`config.mk`:
```
export PLATFORM = sky130hd
export DESIGN_NAME = x86_exception_nesting_classifier_core
export DESIGN_NICKNAME = d
export VERILOG_FILES = /design/src/hdl/xenc_pkg.sv /design/src/hdl/x86_exception_nesting_classifier_core.sv /design/src/hdl/xenc_in_reg.sv /design/src/hdl/xenc_classify.sv
export SDC_FILE = /design/constraint.sdc
export NUM_CORES = 1
export LEC_CHECK = 0
export BUFFER_PORTS_ARGS = -buffer_cell sky130_fd_sc_hd__buf_2
export CORE_MARGIN = 3
export CORE_UTILIZATION = 40
export CTS_CLUSTER_DIAMETER = 60
export DETAILED_ROUTE_END_ITERATION = 16
export PLACE_DENSITY_LB_ADDON = 0.05
export SLEW_MARGIN = 25
export SYNTH_ARGS = -nofsm -noshare
export SYNTH_HDL_FRONTEND = slang
export SYNTH_SLANG_ARGS = --single-unit
```
`constraint.sdc`:
```
create_clock -name clk_i -period 3.3 [get_ports clk_i]
set_input_delay 0.66 -clock clk_i [delete_from_list [all_inputs] [get_ports clk_i]]
set_output_delay 0.66 -clock clk_i [all_outputs]
set_load 0.03 [all_outputs]
```
`src/hdl/xenc_pkg.sv`:
```
// Shared types, codes and decode tables for the exception nesting classifier.
`timescale 1ns / 1ps
`default_nettype none

package xenc_pkg;

  localparam int unsigned VecW    = 5;
  localparam int unsigned CodeW   = 32;
  localparam int unsigned FamilyW = 3;
  localparam int unsigned CountW  = 2;

  localparam logic [FamilyW-1:0] FAMILY_RESET = 3'd6;
  localparam logic [FamilyW-1:0] FAMILY_AC    = 3'd4;
  localparam logic [FamilyW-1:0] FAMILY_MC    = 3'd5;
  localparam logic [FamilyW-1:0] FAMILY_XM    = 3'd6;

  localparam logic [CountW-1:0] COUNT_MAX = 2'd3;
  localparam logic [CountW-1:0] COUNT_TWO = 2'd2;

  localparam logic [VecW-1:0] VEC_DE  = 5'd0;
  localparam logic [VecW-1:0] VEC_DB  = 5'd1;
  localparam logic [VecW-1:0] VEC_NMI = 5'd2;
  localparam logic [VecW-1:0] VEC_BP  = 5'd3;
  localparam logic [VecW-1:0] VEC_OF  = 5'd4;
  localparam logic [VecW-1:0] VEC_BR  = 5'd5;
  localparam logic [VecW-1:0] VEC_UD  = 5'd6;
  localparam logic [VecW-1:0] VEC_NM  = 5'd7;
  localparam logic [VecW-1:0] VEC_DF  = 5'd8;
  localparam logic [VecW-1:0] VEC_TS  = 5'd10;
  localparam logic [VecW-1:0] VEC_NP  = 5'd11;
  localparam logic [VecW-1:0] VEC_SS  = 5'd12;
  localparam logic [VecW-1:0] VEC_GP  = 5'd13;
  localparam logic [VecW-1:0] VEC_PF  = 5'd14;
  localparam logic [VecW-1:0] VEC_MF  = 5'd16;
  localparam logic [VecW-1:0] VEC_AC  = 5'd17;
  localparam logic [VecW-1:0] VEC_MC  = 5'd18;
  localparam logic [VecW-1:0] VEC_XM  = 5'd19;

  typedef enum logic {
    OP_RAISE    = 1'b0,
    OP_COMPLETE = 1'b1
  } op_e;

  typedef enum logic [1:0] {
    STATUS_DELIVER = 2'd0,
    STATUS_TRIPLE  = 2'd1,
    STATUS_UNKNOWN = 2'd2
  } status_e;

  typedef enum logic [1:0] {
    CLS_BENIGN  = 2'd0,
    CLS_CONTRIB = 2'd1,
    CLS_PAGE    = 2'd2,
    CLS_DOUBLE  = 2'd3
  } class_e;

  // row: previous class, bit: current class
  localparam logic [3:0] PROMOTE [4] = '{4'b1000, 4'b1010, 4'b1110, 4'b1111};

  typedef struct packed {
    op_e              op;
    logic [VecW-1:0]  vector;
    logic [CodeW-1:0] code;
  } item_t;

  typedef struct packed {
    status_e          status;
    logic [VecW-1:0]  vector;
    logic             push;
    logic [CodeW-1:0] code;
    logic             restart;
  } result_t;

  typedef struct packed {
    logic known;
    logic push;
    logic zero_code;
    logic restart;
  } vec_info_t;

  function automatic class_e vec_class(input logic [VecW-1:0] vec);
    class_e cls;
    cls = CLS_BENIGN;
    case (vec) inside
      VEC_DE, VEC_TS, VEC_NP, VEC_SS, VEC_GP: cls = CLS_CONTRIB;
      VEC_PF:                                 cls = CLS_PAGE;
      VEC_DF:                                 cls = CLS_DOUBLE;
      default:                                cls = CLS_BENIGN;
    endcase
    return cls;
  endfunction

  function automatic vec_info_t vec_decode(input logic [VecW-1:0] vec,
                                           input logic [FamilyW-1:0] family);
    vec_info_t info;
    info = '{known: 1'b1, push: 1'b0, zero_code: 1'b0, restart: 1'b0};
    unique case (vec) inside
      VEC_DE, VEC_DB, VEC_BR, VEC_UD, VEC_NM, VEC_MF: info.restart = 1'b1;
      VEC_NMI, VEC_BP, VEC_OF: ;
      VEC_DF: begin
        info.push      = 1'b1;
        info.zero_code = 1'b1;
      end
      VEC_TS, VEC_NP, VEC_SS, VEC_GP, VEC_PF: begin
        info.push    = 1'b1;
        info.restart = 1'b1;
      end
      VEC_AC: begin
        info.known     = (family >= FAMILY_AC);
        info.push      = 1'b1;
        info.zero_code = 1'b1;
        info.restart   = 1'b1;
      end
      VEC_MC: begin
        info.known   = (family >= FAMILY_MC);
        info.restart = 1'b1;
      end
      VEC_XM: begin
        info.known   = (family >= FAMILY_XM);
        info.restart = 1'b1;
      end
      default: info.known = 1'b0;
    endcase
    return info;
  endfunction

endpackage

`default_nettype wire

```
`src/hdl/x86_exception_nesting_classifier_core.sv`:
```
// Top level of the exception nesting classifier: config, input stage, classify, result register.
//
//  channel | handshake              | payload
//  --------+------------------------+----------------------------------------------
//  cfg     | cfg_valid_i/cfg_ready_o| cfg_data_i (cpu family, 3 bits)
//  in      | in_valid_i/in_ready_o  | operation_i, vector_i, fault_code_i
//  out     | out_valid_o/out_ready_i| status_o, delivered_vector_o, push_error_o,
//          |                        | delivered_code_o, restart_previous_o
//
// One event per cycle unless a raise waits on a stalled result: an accepted beat sits in the
// input register, is classified against the nesting counter in one pass and, if a raise, lands
// in the result register on the next edge; a completion yields nothing.
// Reset clears the counter and both valid flags and sets the cpu family to 6; no sweep.
// A stalled result holds the input stage only when a raise is waiting behind it.
`timescale 1ns / 1ps
`default_nettype none

module x86_exception_nesting_classifier_core import xenc_pkg::*; (
  input  wire logic               clk_i,
  input  wire logic               rst_ni,
  input  wire logic               cfg_valid_i,
  output logic                    cfg_ready_o,
  input  wire logic [FamilyW-1:0] cfg_data_i,
  input  wire logic               in_valid_i,
  output logic                    in_ready_o,
  input  wire logic               operation_i,
  input  wire logic [VecW-1:0]    vector_i,
  input  wire logic [CodeW-1:0]   fault_code_i,
  output logic                    out_valid_o,
  input  wire logic               out_ready_i,
  output logic [1:0]              status_o,
  output logic [VecW-1:0]         delivered_vector_o,
  output logic                    push_error_o,
  output logic [CodeW-1:0]        delivered_code_o,
  output logic                    restart_previous_o
);

  logic [FamilyW-1:0] family_q;
  item_t              in_item, s1_item;
  logic               s1_valid;
  logic               advance;
  logic               out_free;
  result_t            result;
  result_t            out_q;
  logic               out_valid_q, out_valid_d;

  assign cfg_ready_o = 1'b1;

  always_ff @(posedge clk_i or negedge rst_ni) begin
    if (!rst_ni) begin
      family_q <= FAMILY_RESET;
    end else if (cfg_valid_i && cfg_ready_o) begin
      family_q <= cfg_data_i;
    end
  end

  assign in_item = '{op: op_e'(operation_i), vector: vector_i, code: fault_code_i};

  xenc_in_reg u_in_reg (
    .clk_i      (clk_i),
    .rst_ni     (rst_ni),
    .in_valid_i (in_valid_i),
    .in_ready_o (in_ready_o),
    .item_i     (in_item),
    .advance_i  (advance),
    .valid_o    (s1_valid),
    .item_o     (s1_item)
  );

  assign out_free = !out_valid_q || out_ready_i;
  assign advance  = s1_valid && (s1_item.op == OP_COMPLETE || out_free);

  xenc_classify u_classify (
    .clk_i    (clk_i),
    .rst_ni   (rst_ni),
    .step_i   (advance),
    .item_i   (s1_item),
    .family_i (family_q),
    .result_o (result)
  );

  always_comb begin
    out_valid_d = out_valid_q && !out_ready_i;
    if (advance && s1_item.op == OP_RAISE) begin
      out_valid_d = 1'b1;
    end
  end

  always_ff @(posedge clk_i or negedge rst_ni) begin
    if (!rst_ni) begin
      out_valid_q <= 1'b0;
    end else begin
      out_valid_q <= out_valid_d;
    end
  end

  always_ff @(posedge clk_i) begin
    if (advance && s1_item.op == OP_RAISE) begin
      out_q <= result;
    end
  end

  assign out_valid_o        = out_valid_q;
  assign status_o           = out_q.status;
  assign delivered_vector_o = out_q.vector;
  assign push_error_o       = out_q.push;
  assign delivered_code_o   = out_q.code;
  assign restart_previous_o = out_q.restart;

endmodule

`default_nettype wire

```
`src/hdl/xenc_in_reg.sv`:
```
// Input register stage: holds one accepted event beat until it advances.
`timescale 1ns / 1ps
`default_nettype none

module xenc_in_reg import xenc_pkg::*; (
  input  wire logic  clk_i,
  input  wire logic  rst_ni,
  input  wire logic  in_valid_i,
  output logic       in_ready_o,
  input  wire item_t item_i,
  input  wire logic  advance_i,
  output logic       valid_o,
  output item_t      item_o
);

  logic  valid_q, valid_d;
  item_t item_q;

  assign in_ready_o = !valid_q || advance_i;
  assign valid_d    = in_ready_o ? in_valid_i : valid_q;

  always_ff @(posedge clk_i or negedge rst_ni) begin
    if (!rst_ni) begin
      valid_q <= 1'b0;
    end else begin
      valid_q <= valid_d;
    end
  end

  always_ff @(posedge clk_i) begin
    if (in_valid_i && in_ready_o) begin
      item_q <= item_i;
    end
  end

  assign valid_o = valid_q;
  assign item_o  = item_q;

endmodule

`default_nettype wire

```
`src/hdl/xenc_classify.sv`:
```
// Nesting state and single-pass classification of one registered event.
`timescale 1ns / 1ps
`default_nettype none

module xenc_classify import xenc_pkg::*; (
  input  wire logic                clk_i,
  input  wire logic                rst_ni,
  input  wire logic                step_i,
  input  wire item_t               item_i,
  input  wire logic [FamilyW-1:0]  family_i,
  output result_t                  result_o
);

  logic [CountW-1:0] count_q, count_d, count_inc;
  logic [VecW-1:0]   prev_q;
  logic              triple;
  logic              promote;
  logic              deliver;
  vec_info_t         info;
  class_e            prev_cls, cur_cls;

  always_comb begin
    count_inc = (count_q == COUNT_MAX) ? COUNT_MAX : count_q + 2'd1;
    triple    = (count_inc == COUNT_MAX) || (count_inc == COUNT_TWO && prev_q == VEC_DF);
    info      = vec_decode(item_i.vector, family_i);
    prev_cls  = vec_class(prev_q);
    cur_cls   = vec_class(item_i.vector);
    promote   = (count_inc >= COUNT_TWO) && PROMOTE[prev_cls][cur_cls];
    deliver   = !triple && info.known;

    result_o = '{status: STATUS_DELIVER, vector: '0, push: 1'b0, code: '0, restart: 1'b0};
    if (triple) begin
      result_o.status = STATUS_TRIPLE;
    end else if (!info.known) begin
      result_o.status = STATUS_UNKNOWN;
    end else begin
      result_o.restart = info.restart;
      if (promote) begin
        result_o.vector = VEC_DF;
        result_o.push   = 1'b1;
      end else begin
        result_o.vector = item_i.vector;
        result_o.push   = info.push;
        result_o.code   = (info.push && !info.zero_code) ? item_i.code : '0;
      end
    end

    count_d = count_q;
    if (step_i) begin
      count_d = (item_i.op == OP_COMPLETE) ? '0 : count_inc;
    end
  end

  always_ff @(posedge clk_i or negedge rst_ni) begin
    if (!rst_ni) begin
      count_q <= '0;
    end else begin
      count_q <= count_d;
    end
  end

  always_ff @(posedge clk_i) begin
    if (step_i && item_i.op == OP_RAISE && deliver) begin
      prev_q <= result_o.vector;
    end
  end

  a_raise_counts: assert property (@(posedge clk_i) disable iff (!rst_ni)
    (step_i && item_i.op == OP_RAISE) |=> count_q != '0)
    else $error("nesting count zero after raise");

  a_complete_clears: assert property (@(posedge clk_i) disable iff (!rst_ni)
    (step_i && item_i.op == OP_COMPLETE) |=> count_q == '0)
    else $error("nesting count not cleared by completion");

  a_df_pushes: assert property (@(posedge clk_i) disable iff (!rst_ni)
    (step_i && item_i.op == OP_RAISE && result_o.status == STATUS_DELIVER &&
     result_o.vector == VEC_DF) |-> (result_o.push && result_o.code == '0))
    else $error("double fault without zero pushed code");

  a_count_saturates: assert property (@(posedge clk_i) disable iff (!rst_ni)
    (step_i && item_i.op == OP_RAISE && count_q == COUNT_MAX) |=> count_q == COUNT_MAX)
    else $error("nesting count wrapped");

endmodule

`default_nettype wire

```
# Word-level counts from Yosys, hierarchy flattened
# Index checks and enable logic that the tools add are counted.
# word_totals
ram_bits,0
rom_bits,0
reg_bits,91
in_bits,46
output_inout_bits,44
latchBits,0
memories,0
# classes
n_lt_le_gt_ge,6
div_mod_pow,0
bitwise_logic,4
n_reduce_logical,28
shifts,0
n_mux,24
n_eq_ne,26
n_addsub,1
mul,0
# op_table
op,count
39-bit two-way mux,2
32-bit two-way mux,2
5-bit by 4-bit == test with 1-bit output (second input constant),12
5-bit by 3-bit == test with 1-bit output (second input constant),4
5-bit == test (second input constant),4
2-bit two-way mux,9
15-bit OR reduction,1
14-bit OR reduction,1
3-bit >= comparator (second input constant),4
5-bit by 2-bit == test with 1-bit output (second input constant),2
5-bit zero test,2
5-bit OR reduction,2
1-bit logical AND,9
4-bit binary-select mux with 2-bit select,1
4-bit two-way mux,2
7-bit OR reduction,1
2-bit == test (second input constant),3
6-bit two-way mux,1
5-bit by 1-bit == test with 1-bit output (second input constant),1
1-bit zero test,5
1-bit two-way mux,5
1-bit logical OR,4
1-bit one-hot mux with 4 select lines,1
2-bit OR reduction,2
other kinds (7),9

# Depth between registers and ports, before layout
# logic_depth
ltp_word,14
mapped_depth,7
ltp_nobuf,5

# By module
# From an unflattened synthesis, not the netlist that was laid out.
# unflattened
cells_unflattened,245
area_unflattened_um2,3593.4
# by_module_without_submodules
module,n_inst,seq_area_each_um2,area_per_inst_um2,cells_each
x86_exception_nesting_classifier_core,1,1333.8,1408.9,55
xenc_in_reg,1,1166.1,1194.9,42
xenc_classify,1,200.2,989.7,148

# Worst setup path before layout
# No wires, ideal clock.
# synth_timing
path_kind,in2reg
from,in out_ready_i
to,"reg out_q (netlist bit delivered_code_o[0]), enable pin"
path_buffers,0
arrival_ns,2.660
slack_ns,0.201
t_required_ns,2.861
path_stages,3
cell_sequence,nand2b_1 > nand2_1 > nor2_1
# synth_via
elab_chain_cells,4
# synth_lines
item,line,rtl
start: declaration,x86_exception_nesting_classifier_core.sv:30,"input wire logic out_ready_i,"
1-bit logical OR,x86_exception_nesting_classifier_core.sv:70,assign out_free = !out_valid_q || out_ready_i;
1-bit logical OR,x86_exception_nesting_classifier_core.sv:71,assign advance = s1_valid && (s1_item.op == OP_COMPLETE || out_free);
1-bit logical AND,x86_exception_nesting_classifier_core.sv:71,
1-bit logical AND,x86_exception_nesting_classifier_core.sv:98,if (advance && s1_item.op == OP_RAISE) begin
end signal: assignment,x86_exception_nesting_classifier_core.sv:99,out_q <= result;
end: declaration,x86_exception_nesting_classifier_core.sv:44,result_t out_q;
# No other way between the ends.
# A chain may end at the register's enable or synchronous reset.

# Worst setup path in the final report
# layout_timing
from,in out_ready_i
to,out in_ready_o
# layout_via
elab_chain_cells,4
# layout_lines
item,line,rtl
1-bit logical OR,x86_exception_nesting_classifier_core.sv:70,
1-bit logical OR,x86_exception_nesting_classifier_core.sv:71,
1-bit logical AND,x86_exception_nesting_classifier_core.sv:71,
1-bit logical OR,xenc_in_reg.sv:19,assign in_ready_o = !valid_q || advance_i;
end: declaration,x86_exception_nesting_classifier_core.sv:25,"output logic in_ready_o,"
# No other way between the ends.

==> impl_metrics.yaml <==
timing:
  min_period_ns: 2.35
  finClkSkew_ns: 0.0104
  setup_viol: 0
  rsz0062_at_grt: "no"
  period_share_pct: 71.1
  fmax_mhz: 426
  slew_viol_final: 0
  slew_headroom_pct: 62.6
  fin_ws_ns: 0.953
  whs_ns: 0.138
  tns_ns: 0
  tightest_slew_ns: 0.553
  finalHoldViolations: 0
clock_tree:
  cts_tree: "built"
  cts.clk_slew.worst_paths_ns: 0.08
  numClockSinks: 91
  clk_latency_ns: 0.35
  cts_buffer_depth: 2
  cts_hold_buf: 0
  postCtsSetupBuffers: 0
  cts_resized: 0
  htreeDepth: 3
  cts-root-buf: "clkbuf_8"
  cts_buffers: 9
global_route:
  grt.total_usage_pct: 12.9
  grt_pass1_vias: 1978
  grt_max_degree: 33
  grt_overflow: 0
  grt_pass1_wl_mm: 9.67
  antenna_found_initial: 0
power:
  leakage_nw: 1.67
  ir_drop_mv: 0.227
  power-per-cell-area_nw_per_um2: 546
  finalPower_mw: 2.33
yosys:
  synth_edf_count: 84
  syn_inst: 205
  ys_types: 39
  synth_most_common_cell: "edfxtp_1"
  async_flop_share_pct: 7.69
  syn_nets: 251
  post-synth-top-area-cell: "edfxtp_1"
  syn-cell-area_um2: 3500
  netlist.area_leader.share_pct: 72.1
  ys.flop_type: "edfxtp_1"
  synth_commonest_cells: "84 x edfxtp_1, 21 x and2_4, 11 x and2_1, 8 x a21oi_1, 6 x nor2_1"
  seq_area_frac_synth_pct: 77.1
  avgSynthCellArea_um2: 17.1
  yosysWarnings: 0
  synth.area.top_cells: "edfxtp_1 72%, and2_4 5.3%, dfrtp_1 3.6%"
  ys_ff_latch: 91
floorplan:
  die_h_um: 99.6
  core_um2: 8340
  initial_core_util_pct: 42.0
  rows: 33
  ios: 90
  fp.dieW_um: 99.6
  dieArea_um2: 9910
final_layout:
  fillers: 734
  nets: 347
  syn2layout_area_growth_pct: 21.7
  drive_gt1_share_pct: 46.1
  fin_util_pct: 51.1
  diodes: 0
route:
  drtPass1Iterations: 4
  drt_iter0_drc: 68
  wirelength_mm: 6.04
  vias: 1921
  wl_per_cell_um: 14.7
  vias_per_cell: 4.67
  drc: 0
  ant_nets: 0
job:
  max_cap_viol_count: 0
placed_design:
  portBuffers: 88
  gp_congestion: 0.818
  dpl.hpwl_mm: 4.21
  place_ws_ns: 0.950
hold_path:
  min_path_type: "primary input to asynchronous set/reset pin"
critical_path:
  critPathKind: "primary input to output port"
  end_kind: "output port"
  path_max_fanout: 6
  crit_required_ns: 2.64
  worst_setup_path_start_kind: "primary input"
  critPathArrivalTime_ns: 1.69
run_status:
  status: "completed"
[path summary, 6_finish.rpt]
kind                                                    start                                end  slack [ns]  depth (start not counted)
min in group clk_i                           fault_code_i[14]      u_in_reg.item_o[14]$_DFFE_PP_        0.48                          1
worst min-delay path                                   rst_ni              out_valid_o$_DFF_PN0_        0.14                          1
max in group asynchronous                              rst_ni            family_q[2]$_DFFE_PN1P_        2.93                          1
worst max-delay path                              out_ready_i                         in_ready_o        0.95                          5
worst max register to register  u_in_reg.item_o[34]$_DFFE_PP_  delivered_code_o[8]$_SDFFCE_PP0P_        1.00                          6
worst min register to register        family_q[0]$_DFFE_PN0P_            family_q[0]$_DFFE_PN0P_        0.52                          1
[state kept, by name, indices dropped and copies added (netlist names), 2 cells and up]
signal / count
u_in_reg.item_o: 38
delivered_code_o: 32
delivered_vector_o: 5
u_classify.prev_q: 5
family_q: 3
status_o: 2
u_classify.count_q: 2
[power by group]
group,internal [mW],leakage [nW],switching (mW)
Combinational,0.0813,0.683,0.145
Clock,0.347,0.0931,0.382
Sequential,1.34,0.899,0.0321
[worst max-delay path, cell delays in order]
cell	delay [ns]
buf_2	0.09
nand2b_1	0.21
nor3b_1	0.47
inv_1	0.07
buf_2	0.19
[cells in the final DEF, fill, tap and decap left out, drive strengths merged, types with 2 or more instances in the layout]
cell type / Yosys / routed
clkinv: 0 / 3
clkinvlp: 0 / 2
a21oi: 8 / 8
edfxtp: 84 / 84
nand3b: 2 / 2
o211ai: 3 / 3
nand2: 5 / 5
nand3: 2 / 2
dfrtp: 5 / 5
nand2b: 3 / 3
and2: 32 / 32
nor3: 2 / 2
buf: 8 / 93
mux2: 3 / 3
nor2b: 5 / 5
nor2: 6 / 6
o21ai: 6 / 6
dfstp: 2 / 2
and3: 4 / 4
nor4: 2 / 2
inv: 5 / 6
or3: 2 / 2
nor3b: 2 / 2
clkbuf: 0 / 9
a21boi: 2 / 2
[cell families (layout without fill, tap and decap cells)]
logic type	Yosys count	count (layout)	share of synthesized area, %
flip-flops	91	91	77.1
AND/OR/NAND/NOR	70	70	13.4
buffers and inverters	13	114	2.54
multiplexers	3	3	0.965
other	1	1	0.107
AO/OA/AOI/OAI	27	27	5.90
[metal layers]
metal  global-route usage [%]  share of wire (%)  vias to the layer above
met5                        0                  0                        -
met4                     5.04                1.4                        0
met3                     4.00                7.0                        9
met2                     20.6                 49                       68
met1                     16.5                 42                      895
li1                         -                  -                      949
[stage by stage]
| stage | area, um^2 | cells |
|---|---|---|
| 5_1_grt | 4260 | 411 |
| 3_3_place_gp | 4070 | 395 |
| 6_report | 4260 | 411 |
| 4_1_cts | 4260 | 411 |
| 3_5_place_dp | 4070 | 395 |
| 2_1_floorplan | 3500 | 205 |
[layout make-up]
cell class / instances / area (um^2) / share of cell area, %
clock buffer: 9 / 124 / 2.91
timing repair buffer: 93 / 490 / 11.5
tap: 105 / 131 / 3.08
clock inverter: 7 / 67.6 / 1.59
sequential: 91 / 2700 / 63.4
inverter: 5 / 18.8 / 0.441
multi-input combinational: 101 / 727 / 17.1
Power figures use the tool's default switching activity.
